File: config.mk
export PLATFORM = sky130hd
export DESIGN_NAME = mtf_front
export DESIGN_NICKNAME = d
export VERILOG_FILES = /design/src/rtl/mtf_pkg.sv /design/src/rtl/mtf_front.sv
export SDC_FILE = /design/constraint.sdc
export NUM_CORES = 1
export LEC_CHECK = 0
export ABC_AREA = 0
export BUFFER_PORTS_ARGS = -buffer_cell sky130_fd_sc_hd__buf_4
export CAP_MARGIN = 15
export CORE_MARGIN = 2
export CORE_UTILIZATION = 34
export CTS_CLUSTER_SIZE = 24
export DETAILED_ROUTE_END_ITERATION = 8
export PLACE_DENSITY = 0.65
export SLEW_MARGIN = 10
export SYNTH_ARGS = -nofsm -noshare
export SYNTH_HDL_FRONTEND = slang
export SYNTH_SLANG_ARGS = --single-unit
File: constraint.sdc
create_clock -name clk_i -period 4.77 [get_ports clk_i]
set_input_delay 0.477 -clock clk_i [delete_from_list [all_inputs] [get_ports clk_i]]
set_output_delay 0.477 -clock clk_i [all_outputs]
set_load 0.005 [all_outputs]
File: src/rtl/mtf_pkg.sv
// Shared types and constants of the mirrored 3x3 tile fetch unit.
package mtf_pkg;

  localparam int unsigned COUNT_BITS    = 7;
  localparam int unsigned POS_BITS      = 8;
  localparam int unsigned VALUE_BITS    = 64;
  localparam int unsigned CFG_ADDR_BITS = 3;
  localparam int unsigned CFG_DATA_BITS = 32;

  // Item action codes
  localparam logic ACT_LOAD  = 1'b0;
  localparam logic ACT_FETCH = 1'b1;

  // Register select, taken from paddr[2]
  localparam logic REG_ROW_COUNT = 1'b0;
  localparam logic REG_COL_COUNT = 1'b1;

  typedef struct packed {
    logic                  action;
    logic [POS_BITS-1:0]   row_pos;
    logic [POS_BITS-1:0]   col_pos;
    logic [VALUE_BITS-1:0] elem_value;
  } in_item_t;

  typedef struct packed {
    logic [VALUE_BITS-1:0] out_value;
    logic                  in_range;
  } out_item_t;

  // Classification of one queued operation
  typedef struct packed {
    logic is_write;
    logic in_range;
  } op_ctl_t;

endpackage

File: src/rtl/mtf_front.sv
// Front end: accepts items, maps tiled positions to store addresses, drops bad loads.
module mtf_front #(
  parameter int unsigned MAX_ROWS  = 64,
  parameter int unsigned MAX_COLS  = 64,
  parameter int unsigned ELEM_BITS = 64,
  parameter int unsigned AW        = 12
) (
  input  logic                              clk_i,
  input  logic                              rst_ni,
  input  logic                              in_valid_i,
  output logic                              in_stall_o,
  input  mtf_pkg::in_item_t                 in_item_i,
  input  logic [mtf_pkg::COUNT_BITS-1:0]    row_count_i,
  input  logic [mtf_pkg::COUNT_BITS-1:0]    col_count_i,
  output logic                              push_o,
  input  logic                              q_full_i,
  output mtf_pkg::op_ctl_t                  op_ctl_o,
  output logic [AW-1:0]                     op_addr_o,
  output logic [ELEM_BITS-1:0]              op_data_o
);
  import mtf_pkg::*;

  localparam int unsigned COUNT_MAX = (1 << COUNT_BITS) - 1;
  localparam int unsigned ROW_LIM   = (MAX_ROWS > COUNT_MAX) ? COUNT_MAX : MAX_ROWS;
  localparam int unsigned COL_LIM   = (MAX_COLS > COUNT_MAX) ? COUNT_MAX : MAX_COLS;
  localparam int unsigned LIM_BITS  = 11;

  // Map one output coordinate to its source coordinate
  function automatic logic [COUNT_BITS-1:0] mirror_axis(input logic [8:0] p,
                                                        input logic [8:0] n);
    logic [8:0] n2;
    logic [8:0] s;
    n2 = n << 1;
    if (p < n) begin
      s = n - 9'd1 - p;
    end else if (p < n2) begin
      s = p - n;
    end else begin
      s = n2 + n - 9'd1 - p;
    end
    return s[COUNT_BITS-1:0];
  endfunction

  logic [COUNT_BITS-1:0] nr, nc;
  logic [8:0]            nr9, nc9, rp9, cp9;
  logic [COUNT_BITS-1:0] src_row, src_col;
  logic                  fetch_ok, load_ok, keep, accept;
  op_ctl_t               ctl_d;
  logic [AW-1:0]         addr_d;

  logic                  fr_valid_q, fr_valid_d;
  op_ctl_t               fr_ctl_q;
  logic [AW-1:0]         fr_addr_q;
  logic [ELEM_BITS-1:0]  fr_data_q;

  // Saturate the counts to the store size
  assign nr = (row_count_i > COUNT_BITS'(ROW_LIM)) ? COUNT_BITS'(ROW_LIM) : row_count_i;
  assign nc = (col_count_i > COUNT_BITS'(COL_LIM)) ? COUNT_BITS'(COL_LIM) : col_count_i;

  assign nr9 = 9'(nr);
  assign nc9 = 9'(nc);
  assign rp9 = 9'(in_item_i.row_pos);
  assign cp9 = 9'(in_item_i.col_pos);

  // Classify the item
  always_comb begin
    fetch_ok = (nr != '0) && (nc != '0) && (rp9 < ((nr9 << 1) + nr9)) &&
               (cp9 < ((nc9 << 1) + nc9));
    load_ok  = (LIM_BITS'(in_item_i.row_pos) < LIM_BITS'(MAX_ROWS)) &&
               (LIM_BITS'(in_item_i.col_pos) < LIM_BITS'(MAX_COLS));
    src_row  = mirror_axis(rp9, nr9);
    src_col  = mirror_axis(cp9, nc9);
    if (in_item_i.action == ACT_FETCH) begin
      keep           = 1'b1;
      ctl_d.is_write = 1'b0;
      ctl_d.in_range = fetch_ok;
      addr_d         = fetch_ok ? (AW'(src_row) * AW'(MAX_COLS) + AW'(src_col)) : '0;
    end else begin
      keep           = load_ok;
      ctl_d.is_write = 1'b1;
      ctl_d.in_range = 1'b0;
      addr_d         = AW'(in_item_i.row_pos) * AW'(MAX_COLS) + AW'(in_item_i.col_pos);
    end
  end

  assign push_o     = fr_valid_q && !q_full_i;
  assign in_stall_o = fr_valid_q && q_full_i;
  assign accept     = in_valid_i && !in_stall_o;

  // Advance the front register
  always_comb begin
    fr_valid_d = fr_valid_q;
    if (accept) begin
      fr_valid_d = keep;
    end else if (push_o) begin
      fr_valid_d = 1'b0;
    end
  end

  always_ff @(posedge clk_i or negedge rst_ni) begin
    if (!rst_ni) begin
      fr_valid_q <= 1'b0;
    end else begin
      fr_valid_q <= fr_valid_d;
    end
  end

  // Hold the payload until the next accept
  always_ff @(posedge clk_i) begin
    if (accept) begin
      fr_ctl_q  <= ctl_d;
      fr_addr_q <= addr_d;
      fr_data_q <= in_item_i.elem_value[ELEM_BITS-1:0];
    end
  end

  assign op_ctl_o  = fr_ctl_q;
  assign op_addr_o = fr_addr_q;
  assign op_data_o = fr_data_q;

endmodule

==> out/metrics.csv <==
stage;metric;value;unit
run_status;status;finished clean;
layout;post-route cell area;7220;µm²
global_routing;GR Util met2;28.5;%
die;Initial Utilization;34.8;%
routing;overall routed net length;14.1;mm
worst_setup_path;delay of the slowest critical-path stage;0.42;ns
global_routing;first-pass GRT wire length;21.5;mm
routing;initial drt markers;261;
global_routing;GRT met3 Usage;3.53;%
clock_tree;H-tree Lvls;3;
synth;Async SR Flop Fraction;1.27;%
timing;Slew @ Worst Pin;0.785;ns
clock_tree;Reg clk slew, reported paths;0.06;ns
layout;Nets;833;
timing;Fin Clk Skew;0.00312;ns
timing;RSZ-0062 raised after global routing;false;
die;Die W;129;µm
layout;share of cells above drive strength 1;32.5;%
worst_setup_path;peak fanout along the critical path;9;
synth;Avg Inst Size Synth;11.6;µm²
run;MaxCap Viol Count;0;
clock_tree;Num CTS Buffers;9;
clock_tree;CTS tree;done;
layout;synth-to-layout area growth;36.4;%
timing;Final Hold Viols;0;
die;row cnt;45;
global_routing;met1 usage;22.1;%
power_and_ir_drop;maximum VDD drop;0.171;mV
timing;slew margin rel.;47.0;%
synth;Ys Warns;0;
power_and_ir_drop;Lkg Pwr;3.36;nW
worst_setup_path;Worst Setup End Kind;flop;
timing;Slew Limit Fails;0;
worst_setup_path;R2R Path End;op_data_o[11]$_DFFE_PP_;
routing;routed length per instance;16.8;µm
worst_setup_path;Crit-path slowest cell;fa_1;
worst_setup_path;reg2reg setup slack;3.00;ns
worst_setup_path;CP bufs+invs;5;
global_routing;largest net degree at the start of global routing;43;
global_routing;vias in the first global route;4003;
synth;Syn Nets;642;
timing;setup TNS;0;ns
worst_setup_path;FF-to-FF Start;fr_valid_q$_DFFE_PN0P_;
min_path;Hold EP;op_data_o[28]$_DFFE_PP_;
timing;min Tclk post-route;3.94;ns
worst_setup_path;Crit Path Category;input port to flop;
synth;Post-synth EDFFs;78;
layout;diodes inserted;0;
synth;Top FF cell, synth;edfxtp_1;
synth;Synth Register Bits;79;
clock_tree;clk sink count;79;
clock_tree;Worst-Skew Late Latency;0.33;ns
routing;Avg Vias per Cell;4.97;
clock_tree;post-CTS sizing;0;
power_and_ir_drop;Power Density;297;nW/µm²
min_path;hold depth;1;
routing;via count;4172;
placement;# port buffers;178;
routing;Detail Route Antenna Nets;0;
worst_setup_path;CP dominant cell by count;ha_1;
worst_setup_path;CP Launch Type;input port;
timing;Fmax;254;MHz
clock_tree;postcts setup bufs;0;
placement;hpwl dp;12.0;mm
die;die span in y;129;µm
worst_setup_path;family with the most delay on the worst path;adder cells;
worst_setup_path;crit path cell chain;buf_4 -> clkinv_1 -> nand2_1 -> inv_1 -> ha_1 -> inv_1 -> fa_1 -> inv_1 -> ha_1 -> a21oi_1 -> nor2_1 -> nor2_1 -> o21bai_1 -> a21oi_1 -> xnor2_1 -> nand3_1 -> o211ai_1 -> ha_1 -> ha_1 -> nand3_2 -> xor2_1 -> o22ai_1;
worst_setup_path;R2R depth;3;
min_path;hold path start;in_item_i[28];
timing;period utilisation layout;82.6;%
worst_setup_path;Worst EP required;4.84;ns
global_routing;GRT Resource Usage Total;16.7;%
synth;mapped cell area;5300;µm²
die;IO Count;179;
placement;GP Congestion;0.916;
global_routing;Overflow after GRT;0;
placement;DP Area;6880;µm²
global_routing;initial antenna violation count;0;
clock_tree;clock buffer depth;2;
min_path;HP Class;input port to flop;
die;Core Area;15200;µm²
synth;post-synthesis cell type count;60;
routing;drt pass-1 iters;6;
clock_tree;root buffer cell;clkbuf_16;
worst_setup_path;WP data arrival;4.01;ns
routing;drt drc;0;
timing;setup violators final;0;
die;Die Area;16600;µm²
synth;Mapped Cells;458;
global_routing;GRT Max-Usage Layer;met2;
synth;sequential share of the synthesized area;44.7;%
## placed cells by master (no fill, tap or decap), drive strengths merged, types with 3 or more instances in the layout
| cell type | n |
|---|---|
| a211oi | 6 |
| a21o | 16 |
| a21oi | 36 |
| a31oi | 3 |
| and3 | 3 |
| buf | 182 |
| clkbuf | 10 |
| edfxtp | 78 |
| fa | 7 |
| ha | 78 |
| inv | 47 |
| mux2i | 4 |
| nand2 | 22 |
| nand2b | 4 |
| nand3 | 7 |
| nor2 | 18 |
| nor2b | 11 |
| nor3 | 8 |
| o211ai | 5 |
| o21a | 3 |
| o21ai | 19 |
| o21bai | 7 |
| o22ai | 9 |
| xnor2 | 22 |
| xor2 | 12 |
## kinds of logic (layout without fill, tap and decap cells)
logic type / Yosys count / count (layout) / share of synthesized area, %
mux: 4 / 4 / 0.756
compound gates: 120 / 120 / 15.3
flops: 79 / 79 / 44.7
fa+ha+maj: 85 / 85 / 21.1
buf+inv: 51 / 245 / 3.64
xor+xnor: 34 / 34 / 5.62
simple gates: 85 / 85 / 8.93
## per-stage QoR
step | utilization, % | instances | hold WS, ns | setup WS [ns] | total power [mW]
after global placement | 45.3 | 824 | 0.253 | 0.607 | 1.45
final | 47.5 | 840 | 0.325 | 0.832 | 2.14
after detailed placement | 45.3 | 824 | 0.254 | 0.443 | 1.46
after CTS | 47.3 | 839 | 0.307 | 0.806 | 2.17
after floorplan | - | 458 | 0.181 | 0.109 | 1.22
after global routing | 47.5 | 840 | 0.304 | 0.441 | 2.27
## area by class of cell
cell class | instances | area (µm²)
Clock buffer | 10 | 229
Clock inverter | 4 | 72.6
Fill cell | 1430 | 7980
Inverter | 48 | 180
Multi-Input combinational cell | 328 | 2740
Sequential cell | 79 | 2370
Tap cell | 188 | 235
Timing Repair Buffer | 183 | 1400
## worst reg2reg max path, delay by kind of cell (launching register included)
family                 cells  cell delay, ns
AND/OR/NAND/NOR            2            0.69
buffers and inverters      1            0.39
flip-flops                 1            0.36
## flip-flops by register name, indices dropped and copies added, names as in the netlist
register    count
fr_valid_q      1
op_addr_o      12
op_ctl_o        2
op_data_o      64
## what timing repair did
| action | CTS | global route |
|---|---|---|
| endpoints found under the setup margin | 0 | 0 |
| endpoints found under the hold margin | 1 | 0 |
| hold buffers | 1 | 0 |
## worst max-delay path by stage
stage               slack (ns)  cells past startpoint                 endpoint            from
finish                    0.83                     22  op_addr_o[10]$_DFFE_PP_  col_count_i[6]
global route              0.44                     22  op_addr_o[10]$_DFFE_PP_  col_count_i[6]
CTS                       0.81                     22  op_addr_o[10]$_DFFE_PP_  col_count_i[6]
detailed placement        0.44                     22  op_addr_o[10]$_DFFE_PP_  col_count_i[6]
global placement          0.61                     22  op_addr_o[10]$_DFFE_PP_  col_count_i[6]
floorplan                 0.11                      2   op_addr_o[0]$_DFFE_PP_        q_full_i
## layer usage
layer | up-vias | routed length (µm)
met5 | - | 0
met4 | 0 | 104
met3 | 11 | 1020
met2 | 163 | 6670
met1 | 1934 | 6320
li1 | 2064 | -
## report_power, final
| group | internal, mW | switching (mW) | leakage (nW) | total (mW) |
|---|---|---|---|---|
| Combinational | 0.295 | 0.314 | 2.45 | 0.609 |
| Clock | 0.451 | 0.244 | 0.144 | 0.695 |
| Sequential | 0.825 | 0.0146 | 0.766 | 0.840 |
## Yosys cell counts, types with 6 or more instances
master,instances,share of area (%)
o21ai_0,16,1.5
a21o_1,14,2.0
a21oi_1,35,3.3
edfxtp_1,78,44
fa_1,7,2.6
inv_1,47,3.3
ha_1,78,18
nand3_1,6,0.57
xnor2_1,22,3.6
nor3_1,8,0.76
xor2_1,12,2.0
nor2_1,18,1.3
o21bai_1,7,0.99
nand2_1,22,1.6
o22ai_1,9,1.1
nor2b_1,10,1.2
(Power assumes the default switching activity.)
