File: src/rtl/mtf_queue.sv
// Two-entry queue between the front end and the back end.
module mtf_queue #(
  parameter int unsigned WIDTH = 78
) (
  input  logic             clk_i,
  input  logic             rst_ni,
  input  logic             push_i,
  input  logic [WIDTH-1:0] push_data_i,
  output logic             full_o,
  input  logic             pop_i,
  output logic [WIDTH-1:0] pop_data_o,
  output logic             empty_o
);
  localparam int unsigned DEPTH = 2;
  localparam int unsigned PW    = $clog2(DEPTH);
  localparam int unsigned CW    = $clog2(DEPTH + 1);

  logic [WIDTH-1:0] entry_q [DEPTH];
  logic [PW-1:0]    wr_ptr_q, rd_ptr_q;
  logic [CW-1:0]    count_q;

  assign full_o     = (count_q == CW'(DEPTH));
  assign empty_o    = (count_q == '0);
  assign pop_data_o = entry_q[rd_ptr_q];

  // Advance pointers and fill count
  always_ff @(posedge clk_i or negedge rst_ni) begin
    if (!rst_ni) begin
      wr_ptr_q <= '0;
      rd_ptr_q <= '0;
      count_q  <= '0;
    end else begin
      if (push_i) begin
        wr_ptr_q <= (wr_ptr_q == PW'(DEPTH - 1)) ? '0 : wr_ptr_q + PW'(1);
      end
      if (pop_i) begin
        rd_ptr_q <= (rd_ptr_q == PW'(DEPTH - 1)) ? '0 : rd_ptr_q + PW'(1);
      end
      if (push_i && !pop_i) begin
        count_q <= count_q + CW'(1);
      end else if (pop_i && !push_i) begin
        count_q <= count_q - CW'(1);
      end
    end
  end

  // Store the pushed item
  always_ff @(posedge clk_i) begin
    if (push_i) begin
      entry_q[wr_ptr_q] <= push_data_i;
    end
  end

endmodule

File: config.mk
export PLATFORM = sky130hd
export DESIGN_NAME = mtf_queue
export DESIGN_NICKNAME = d
export VERILOG_FILES = /design/src/rtl/mtf_queue.sv
export SDC_FILE = /design/constraint.sdc
export NUM_CORES = 1
export LEC_CHECK = 0
export ABC_AREA = 1
export BUFFER_PORTS_ARGS = -buffer_cell sky130_fd_sc_hd__buf_2
export CAP_MARGIN = 20
export CORE_ASPECT_RATIO = 2
export CORE_MARGIN = 1
export CORE_UTILIZATION = 45
export CTS_BUF_LIST = sky130_fd_sc_hd__clkbuf_8
export DETAILED_ROUTE_END_ITERATION = 8
export MAX_ROUTING_LAYER = met4
export PLACE_DENSITY = 0.83
export SLEW_MARGIN = 20
export SYNTH_ARGS = -nofsm -noshare
export SYNTH_HDL_FRONTEND = slang
export SYNTH_SLANG_ARGS = --single-unit
File: constraint.sdc
create_clock -name clk_i -period 4 [get_ports clk_i]
set_clock_uncertainty 0.05 [all_clocks]
set_input_delay 0.2 -clock clk_i [delete_from_list [all_inputs] [get_ports clk_i]]
set_output_delay 0.2 -clock clk_i [all_outputs]
set_load 0.03 [all_outputs]
==> results.py, run 1 <==
metrics = {
    "synth": {
        "postSynthCellCount": 268,
        "synth-compound-area-share": 0,
        "synth_seq_cells": 160,
        "synth-simple-area-share": 0.007033,
        "yosys_warnings": 0,
        "synth_top_family_by_area": "multiplexers",
        "synthAdderAreaFrac": 0.002131,
        "syn_nets": 351,
        "ys_seq_area_frac": 0.8150,
        "postSynthAreaPerCell_um2": 21.91,
        "netlist-cell-type-count": 14,
        "muxShareOfSynthArea": 0.1560,
        "post_synth_xor_area_fraction": 0.004476,
        "synth.cell_area_mm2": 0.005871,
    },
    "worst_setup_path": {
        "required_ns": 3.75,
        "worst-setup-path-type": "register to output pin",
        "r2r_cells": 2,
        "critical_register_to_register_path_endpoint": "entry_q[0][15]$_DFFE_PP_",
        "worst-path-max-fanout": 48,
        "rrSetupSlack_ns": 2.31,
        "worst_r2r_startpoint": "wr_ptr_q$_DFFE_PN0P_",
        "arrival_time_of_the_worst_setup_path_ns": 2.08,
        "critical_path.endpoint_type": "output pin",
        "crit_path_start_kind": "register",
    },
    "route": {
        "routed_via_density": 4.930,
        "drc": 0,
        "finalWirelength_um": 12220,
        "drt-initial-drc-count": 129,
        "detailedRoute.firstPassIterationCount": 4,
        "wl_per_cell_um": 17.76,
        "antenna_violating_nets_post_route": 0,
        "vias": 3392,
    },
    "global_routing": {
        "grt_util_met3": 0.04469,
        "grt_first_pass_wirelength_um": 17740,
        "leftover_overflow_at_the_end_of_global_routing": 0,
        "grtUsageTotal": 0.1938,
        "met1_usage": 0.1815,
        "antenna_found_initial": 0,
        "grt_most_used_layer": "met2",
        "groute.layer.met2.usage": 0.3398,
        "number_of_global_route_vias_before_repair": 3680,
        "maximum_number_of_pins_on_one_net_before_global_route_repair": 80,
    },
    "hold_path": {
        "worst_hold_path_type": "input port to asynchronous set/reset pin",
    },
    "placed_design": {
        "dp_cells": 574,
        "gp_congestion": 0.8057,
        "detailedPlacementHpwl_um": 7504,
        "port-buffer-count": 161,
    },
    "clocking": {
        "clock_sink_count": 160,
        "clk_path_buf_depth": 2,
        "clk-insertion-delay-late_ns": 0.42,
        "clk_root_buffer_cell": "sky130_fd_sc_hd__clkbuf_8",
        "cts.clk_slew.worst_paths_ns": 0.08,
        "cts-htree-levels": 4,
        "cts_buffer_count": 17,
        "tritoncts": "yes",
    },
    "timing": {
        "finalHoldWorstSlack_ns": 0.07273,
        "timing.final.max_slew_violations": 0,
        "layout_min_cycle_time_ns": 2.331,
        "max_freq_mhz": 428.9,
        "post-route-period-util": 0.5829,
        "max_slew_margin": 0.6487,
        "finalSetupTns_ns": 0,
        "setup_violations": 0,
        "grt_setup_unrepaired": "no",
        "finalHoldViolations": 0,
        "worstMarginPinSlew_ns": 0.5270,
    },
    "die": {
        "top_level_ports": 162,
        "dieHeight_um": 163.5,
        "core.rowCount": 58,
        "die_x_um": 82.77,
        "core_area_mm2": 0.01263,
        "initial_utilization": 0.4649,
        "floorplan.die_area_mm2": 0.01353,
    },
    "finish": {
        "most_common_library_cell_in_the_layout_ignoring_fill_and_taps": "sky130_fd_sc_hd__buf_2",
        "layout-drive-gt1-share": 0.5112,
        "final_cell_count_no_fill": 688,
        "synthToLayoutAreaGrowth_pct": 38.11,
        "design.final.nets": 608,
        "final_cell_mix": "sky130_fd_sc_hd__buf_2 (161), sky130_fd_sc_hd__edfxtp_1 (156), sky130_fd_sc_hd__dlygate4sd3_1 (81)",
        "antenna_cells": 0,
    },
    "power_and_ir_drop": {
        "static_leakage_nw": 3.161,
        "power.density_cell_area_mw_per_mm2": 696.0,
        "irDropWorstVdd_uv": 565.2,
    },
    "status": {
        "result_of_the_run": "finished clean",
    },
    "job": {
        "timing.max_cap.violations": 0,
    },
}
-- worst max-delay path: stages (launching register included) --
cell and delay, ns:
sky130_fd_sc_hd__dfrtp_4 0.72, sky130_fd_sc_hd__buf_16 0.30, sky130_fd_sc_hd__mux2_2 0.40, sky130_fd_sc_hd__buf_2 0.18
-- per-layer routing --
metal  wire length [um]  vias to the layer above
met5                  0                        -
met1               4297                     1668
met2               6944                      125
met4                587                        0
li1                   -                     1564
met3                392                       35
-- synthesized netlist by cell type --
| cell | count | area (um2) |
|---|---|---|
| sky130_fd_sc_hd__buf_2 | 6 | 30.03 |
| sky130_fd_sc_hd__dfrtp_1 | 4 | 100.1 |
| sky130_fd_sc_hd__buf_6 | 3 | 33.78 |
| sky130_fd_sc_hd__xor2_1 | 2 | 17.52 |
| sky130_fd_sc_hd__ha_1 | 1 | 12.51 |
| sky130_fd_sc_hd__inv_1 | 7 | 26.28 |
| sky130_fd_sc_hd__mux2_2 | 68 | 765.7 |
| sky130_fd_sc_hd__nand2_1 | 5 | 18.77 |
| sky130_fd_sc_hd__edfxtp_1 | 156 | 4684 |
| sky130_fd_sc_hd__nand3_1 | 1 | 5.000 |
| sky130_fd_sc_hd__xnor2_1 | 1 | 8.760 |
| sky130_fd_sc_hd__nor2_1 | 3 | 11.26 |
| sky130_fd_sc_hd__nand4_1 | 1 | 6.260 |
| sky130_fd_sc_hd__mux2_4 | 10 | 150.1 |
-- kinds of logic (layout without fill, tap and decap cells) --
group                    count (synthesis)  in the layout
buffers and inverters                   16            286
adder cells (fa/ha/maj)                  1              1
flip-flops                             160            160
AND/OR/NAND/NOR                         10             10
XOR/XNOR                                 3              3
multiplexers                            78             78
-- per-stage QoR --
step                  util  setup WS (ns)  total power (W)  cell area [um2]
floorplan                -          1.073         0.003848             5873
global placement    0.5419          1.983         0.004297             6843
detailed placement  0.5419          1.939         0.004353             6843
CTS                 0.6399          1.457         0.005654             8080
global route        0.6421          1.563         0.005894             8108
finish              0.6421          1.669         0.005643             8108
-- how the worst max path moves through the flow --
stage	from	end
3_3_place_gp	rd_ptr_q$_DFFE_PN0P_	pop_data_o[62]
5_1_grt	rd_ptr_q$_DFFE_PN0P_	pop_data_o[69]
4_1_cts	rd_ptr_q$_DFFE_PN0P_	pop_data_o[62]
2_1_floorplan	wr_ptr_q$_DFFE_PN0P_	entry_q[0][0]$_DFFE_PP_
3_5_place_dp	rd_ptr_q$_DFFE_PN0P_	pop_data_o[62]
6_report	rd_ptr_q$_DFFE_PN0P_	pop_data_o[62]
-- layout make-up --
| type | instances | area (um2) |
|---|---|---|
| clock buffer | 17 | 234.0 |
| timing repair buffer | 247 | 1674 |
| tap | 150 | 187.7 |
| multi-input combinational | 92 | 1003 |
| clock inverter | 15 | 192.7 |
| fill | 894 | 4519 |
| inverter | 7 | 27.53 |
| sequential | 160 | 4788 |
-- flip-flops by register name (all words and copies together), names as in the netlist --
register and cells:
count_q 2, entry_q 156, rd_ptr_q 1, wr_ptr_q 1
-- where the power goes --
part / internal, W / switching (W) / total (W)
Combinational: 0.000747 / 0.00126 / 0.00201
Sequential: 0.00223 / 0.000161 / 0.00239
Clock: 0.000679 / 0.000567 / 0.00125
Total: 0.00365 / 0.00199 / 0.00564
-- repair_timing --
item / in CTS / in global routing
gates resized for setup: 0 / 0
setup endpoints to repair: 0 / 0
hold endpoints to repair: 162 / 0
hold buffers: 81 / 0
buffers inserted: 0 / 0
Power figures use the tool's default switching activity.
==> run 2, diff against run 1 <==
==> constraint.sdc (replaced) <==
create_clock -name clk_i -period 2.1 [get_ports clk_i]
set_clock_uncertainty 0.05 [all_clocks]
set_input_delay 0.105 -clock clk_i [delete_from_list [all_inputs] [get_ports clk_i]]
set_output_delay 0.105 -clock clk_i [all_outputs]
set_load 0.03 [all_outputs]
==> run 2 against run 1 <==
  * Combinational power is 100% higher
  * Largest cell class unchanged
  * Global-route usage is 0.29 points lower
  * Critical path type unchanged
  * Cell count is 0.29% higher
==> results.py, run 2 (synthesis gave the netlist of run 1 again) <==
metrics = {
    "status": {
        "result_of_the_run": "finished clean",
    },
    "die": {
        "core_area_mm2": 0.01263,
        "die_x_um": 82.77,
        "floorplan.die_area_mm2": 0.01353,
        "core.rowCount": 58,
        "dieHeight_um": 163.5,
        "top_level_ports": 162,
        "initial_utilization": 0.4649,
    },
    "worst_setup_path": {
        "worst-setup-path-type": "register to output pin",
        "critical_path.endpoint_type": "output pin",
        "cpLargestDelayFamily": "flip-flops",
        "crit_path_start_kind": "register",
        "cpMaxStageDelayCell": "sky130_fd_sc_hd__dfrtp_4",
        "crit_buf_inv": 2,
        "critical-path-max-stage-delay_ns": 0.45,
        "arrival_time_of_the_worst_setup_path_ns": 1.75,
        "required_ns": 1.95,
        "cp_cell_sequence": "buf_12 > mux2_2 > buf_2",
        "worst-path-max-fanout": 43,
    },
    "finish": {
        "reg.largest.list": "entry_q: 156 flops, count_q: 2 flops",
        "final_cell_mix": "sky130_fd_sc_hd__buf_2 (161), sky130_fd_sc_hd__edfxtp_1 (156), sky130_fd_sc_hd__dlygate4sd3_1 (82)",
        "registers.top_by_ff_count": "entry_q",
        "most_common_library_cell_in_the_layout_ignoring_fill_and_taps": "sky130_fd_sc_hd__buf_2",
        "register_area_mm2": 0.004788,
        "fin_area_mm2": 0.008172,
        "antenna_cells": 0,
        "filler_cell_count": 858,
        "layout-drive-gt1-share": 0.5185,
        "design.final.nets": 610,
        "final_cell_count_no_fill": 690,
        "multiInputGateArea_mm2": 0.001003,
        "synthToLayoutAreaGrowth_pct": 39.19,
        "largest_reg_flops": 156,
    },
    "power_and_ir_drop": {
        "irDropWorstVdd_uv": 916.7,
        "power.density_cell_area_mw_per_mm2": 1332,
        "static_leakage_nw": 3.159,
    },
    "route": {
        "wl_per_cell_um": 17.18,
        "antenna_violating_nets_post_route": 0,
        "detailedRoute.firstPassIterationCount": 4,
        "routed_via_density": 4.884,
        "uppermost_routed_layer": "met4",
        "m1WireLength_um": 4053,
        "finalWirelength_um": 11850,
        "drt-initial-drc-count": 208,
        "vias": 3370,
        "met2WireLength_um": 6892,
        "wl_met3_um": 399,
        "drc": 0,
    },
    "timing": {
        "finalHoldViolations": 0,
        "max_slew_margin": 0.6877,
        "worstMarginPinSlew_ns": 0.4684,
        "finalSetupTns_ns": 0,
        "grt_setup_unrepaired": "no",
        "post-route-period-util": 0.9075,
        "timing.final.max_slew_violations": 0,
        "layout_min_cycle_time_ns": 1.906,
        "setup_violations": 0,
        "max_freq_mhz": 524.7,
    },
    "clocking": {
        "cts_buffer_count": 17,
        "tritoncts": "yes",
        "clk-insertion-delay-late_ns": 0.43,
        "cts.clk_slew.worst_paths_ns": 0.09,
        "clk_root_buffer_cell": "sky130_fd_sc_hd__clkbuf_8",
        "cts-htree-levels": 4,
        "clock_sink_count": 160,
        "post-cts-setup-buffers": 0,
        "clk_path_buf_depth": 2,
    },
    "placed_design": {
        "port-buffer-count": 161,
        "placed_area_mm2": 0.006910,
        "detailedPlacementHpwl_um": 7486,
        "gp_congestion": 0.7664,
        "dp_cells": 576,
    },
    "global_routing": {
        "leftover_overflow_at_the_end_of_global_routing": 0,
        "grtUsageTotal": 0.1909,
        "grt_first_pass_wirelength_um": 17560,
        "antenna_found_initial": 0,
        "number_of_global_route_vias_before_repair": 3593,
        "maximum_number_of_pins_on_one_net_before_global_route_repair": 49,
    },
    "job": {
        "timing.max_cap.violations": 0,
    },
    "hold_path": {
        "worst_hold_path_type": "input port to register",
    },
}
-- run 2: cell type report --
cell class,instances,share of cell area
clock inverters,15,0.02526
repair buffers,249,0.2107
multi-input cells,92,0.1228
well taps,150,0.02297
flip-flops and latches,160,0.5860
inverters,7,0.003675
clock buffers,17,0.02863
-- run 2: per-stage QoR --
step	power, W	hold slack, ns	util	setup WS [ns]
final	0.01088	0.3318	0.6471	0.1942
after global routing	0.01134	0.3023	0.6471	0.1371
after CTS	0.01095	0.3085	0.6471	0.1691
after detailed placement	0.008398	-0.1297	0.5473	0.6668
after global placement	0.008293	-0.1340	0.5473	0.6848
after floorplan	0.007320	-0.2406	-	0.008879
-- run 2: worst register-to-register path, delay by kind of cell, from the launching register on --
kind | cells | cell delay, ns
flip-flops | 1 | 0.44
AND/OR/NAND/NOR | 1 | 0.15
buffers and inverters | 1 | 0.42
-- run 2: report_power, final --
part	total [W]	internal, W	switching [W]
clock network	0.00244	0.00131	0.00113
registers	0.00442	0.00424	0.000180
logic	0.00403	0.00148	0.00254
total	0.0109	0.00702	0.00386
-- run 2: what timing repair did --
action,4_1_cts,5_1_grt
resized for setup,0,0
hold endpoints to repair,162,0
hold buffers,82,0
-- run 2: final timing paths --
kind,start,endpoint,slack [ns],cells after the start
setup / recovery,rd_ptr_q$_DFFE_PN0P_,pop_data_o[25],0.19,3
setup reg to reg,wr_ptr_q$_DFFE_PN0P_,entry_q[0][27]$_DFFE_PP_,0.66,2
hold reg to reg,count_q[1]$_DFFE_PN0P_,count_q[1]$_DFFE_PN0P_,0.48,2
min in group asynchronous,rst_ni,count_q[0]$_DFFE_PN0P_,0.53,3
hold / removal,push_data_i[49],entry_q[0][49]$_DFFE_PP_,0.33,2
max in group asynchronous,rst_ni,rd_ptr_q$_DFFE_PN0P_,1.27,3
-- run 2: per-layer routing --
layer,global-route usage,up-vias
met1,0.1761,1652
li1,-,1563
met5,-,-
met3,0.04749,39
met4,0.1105,0
met2,0.3390,116
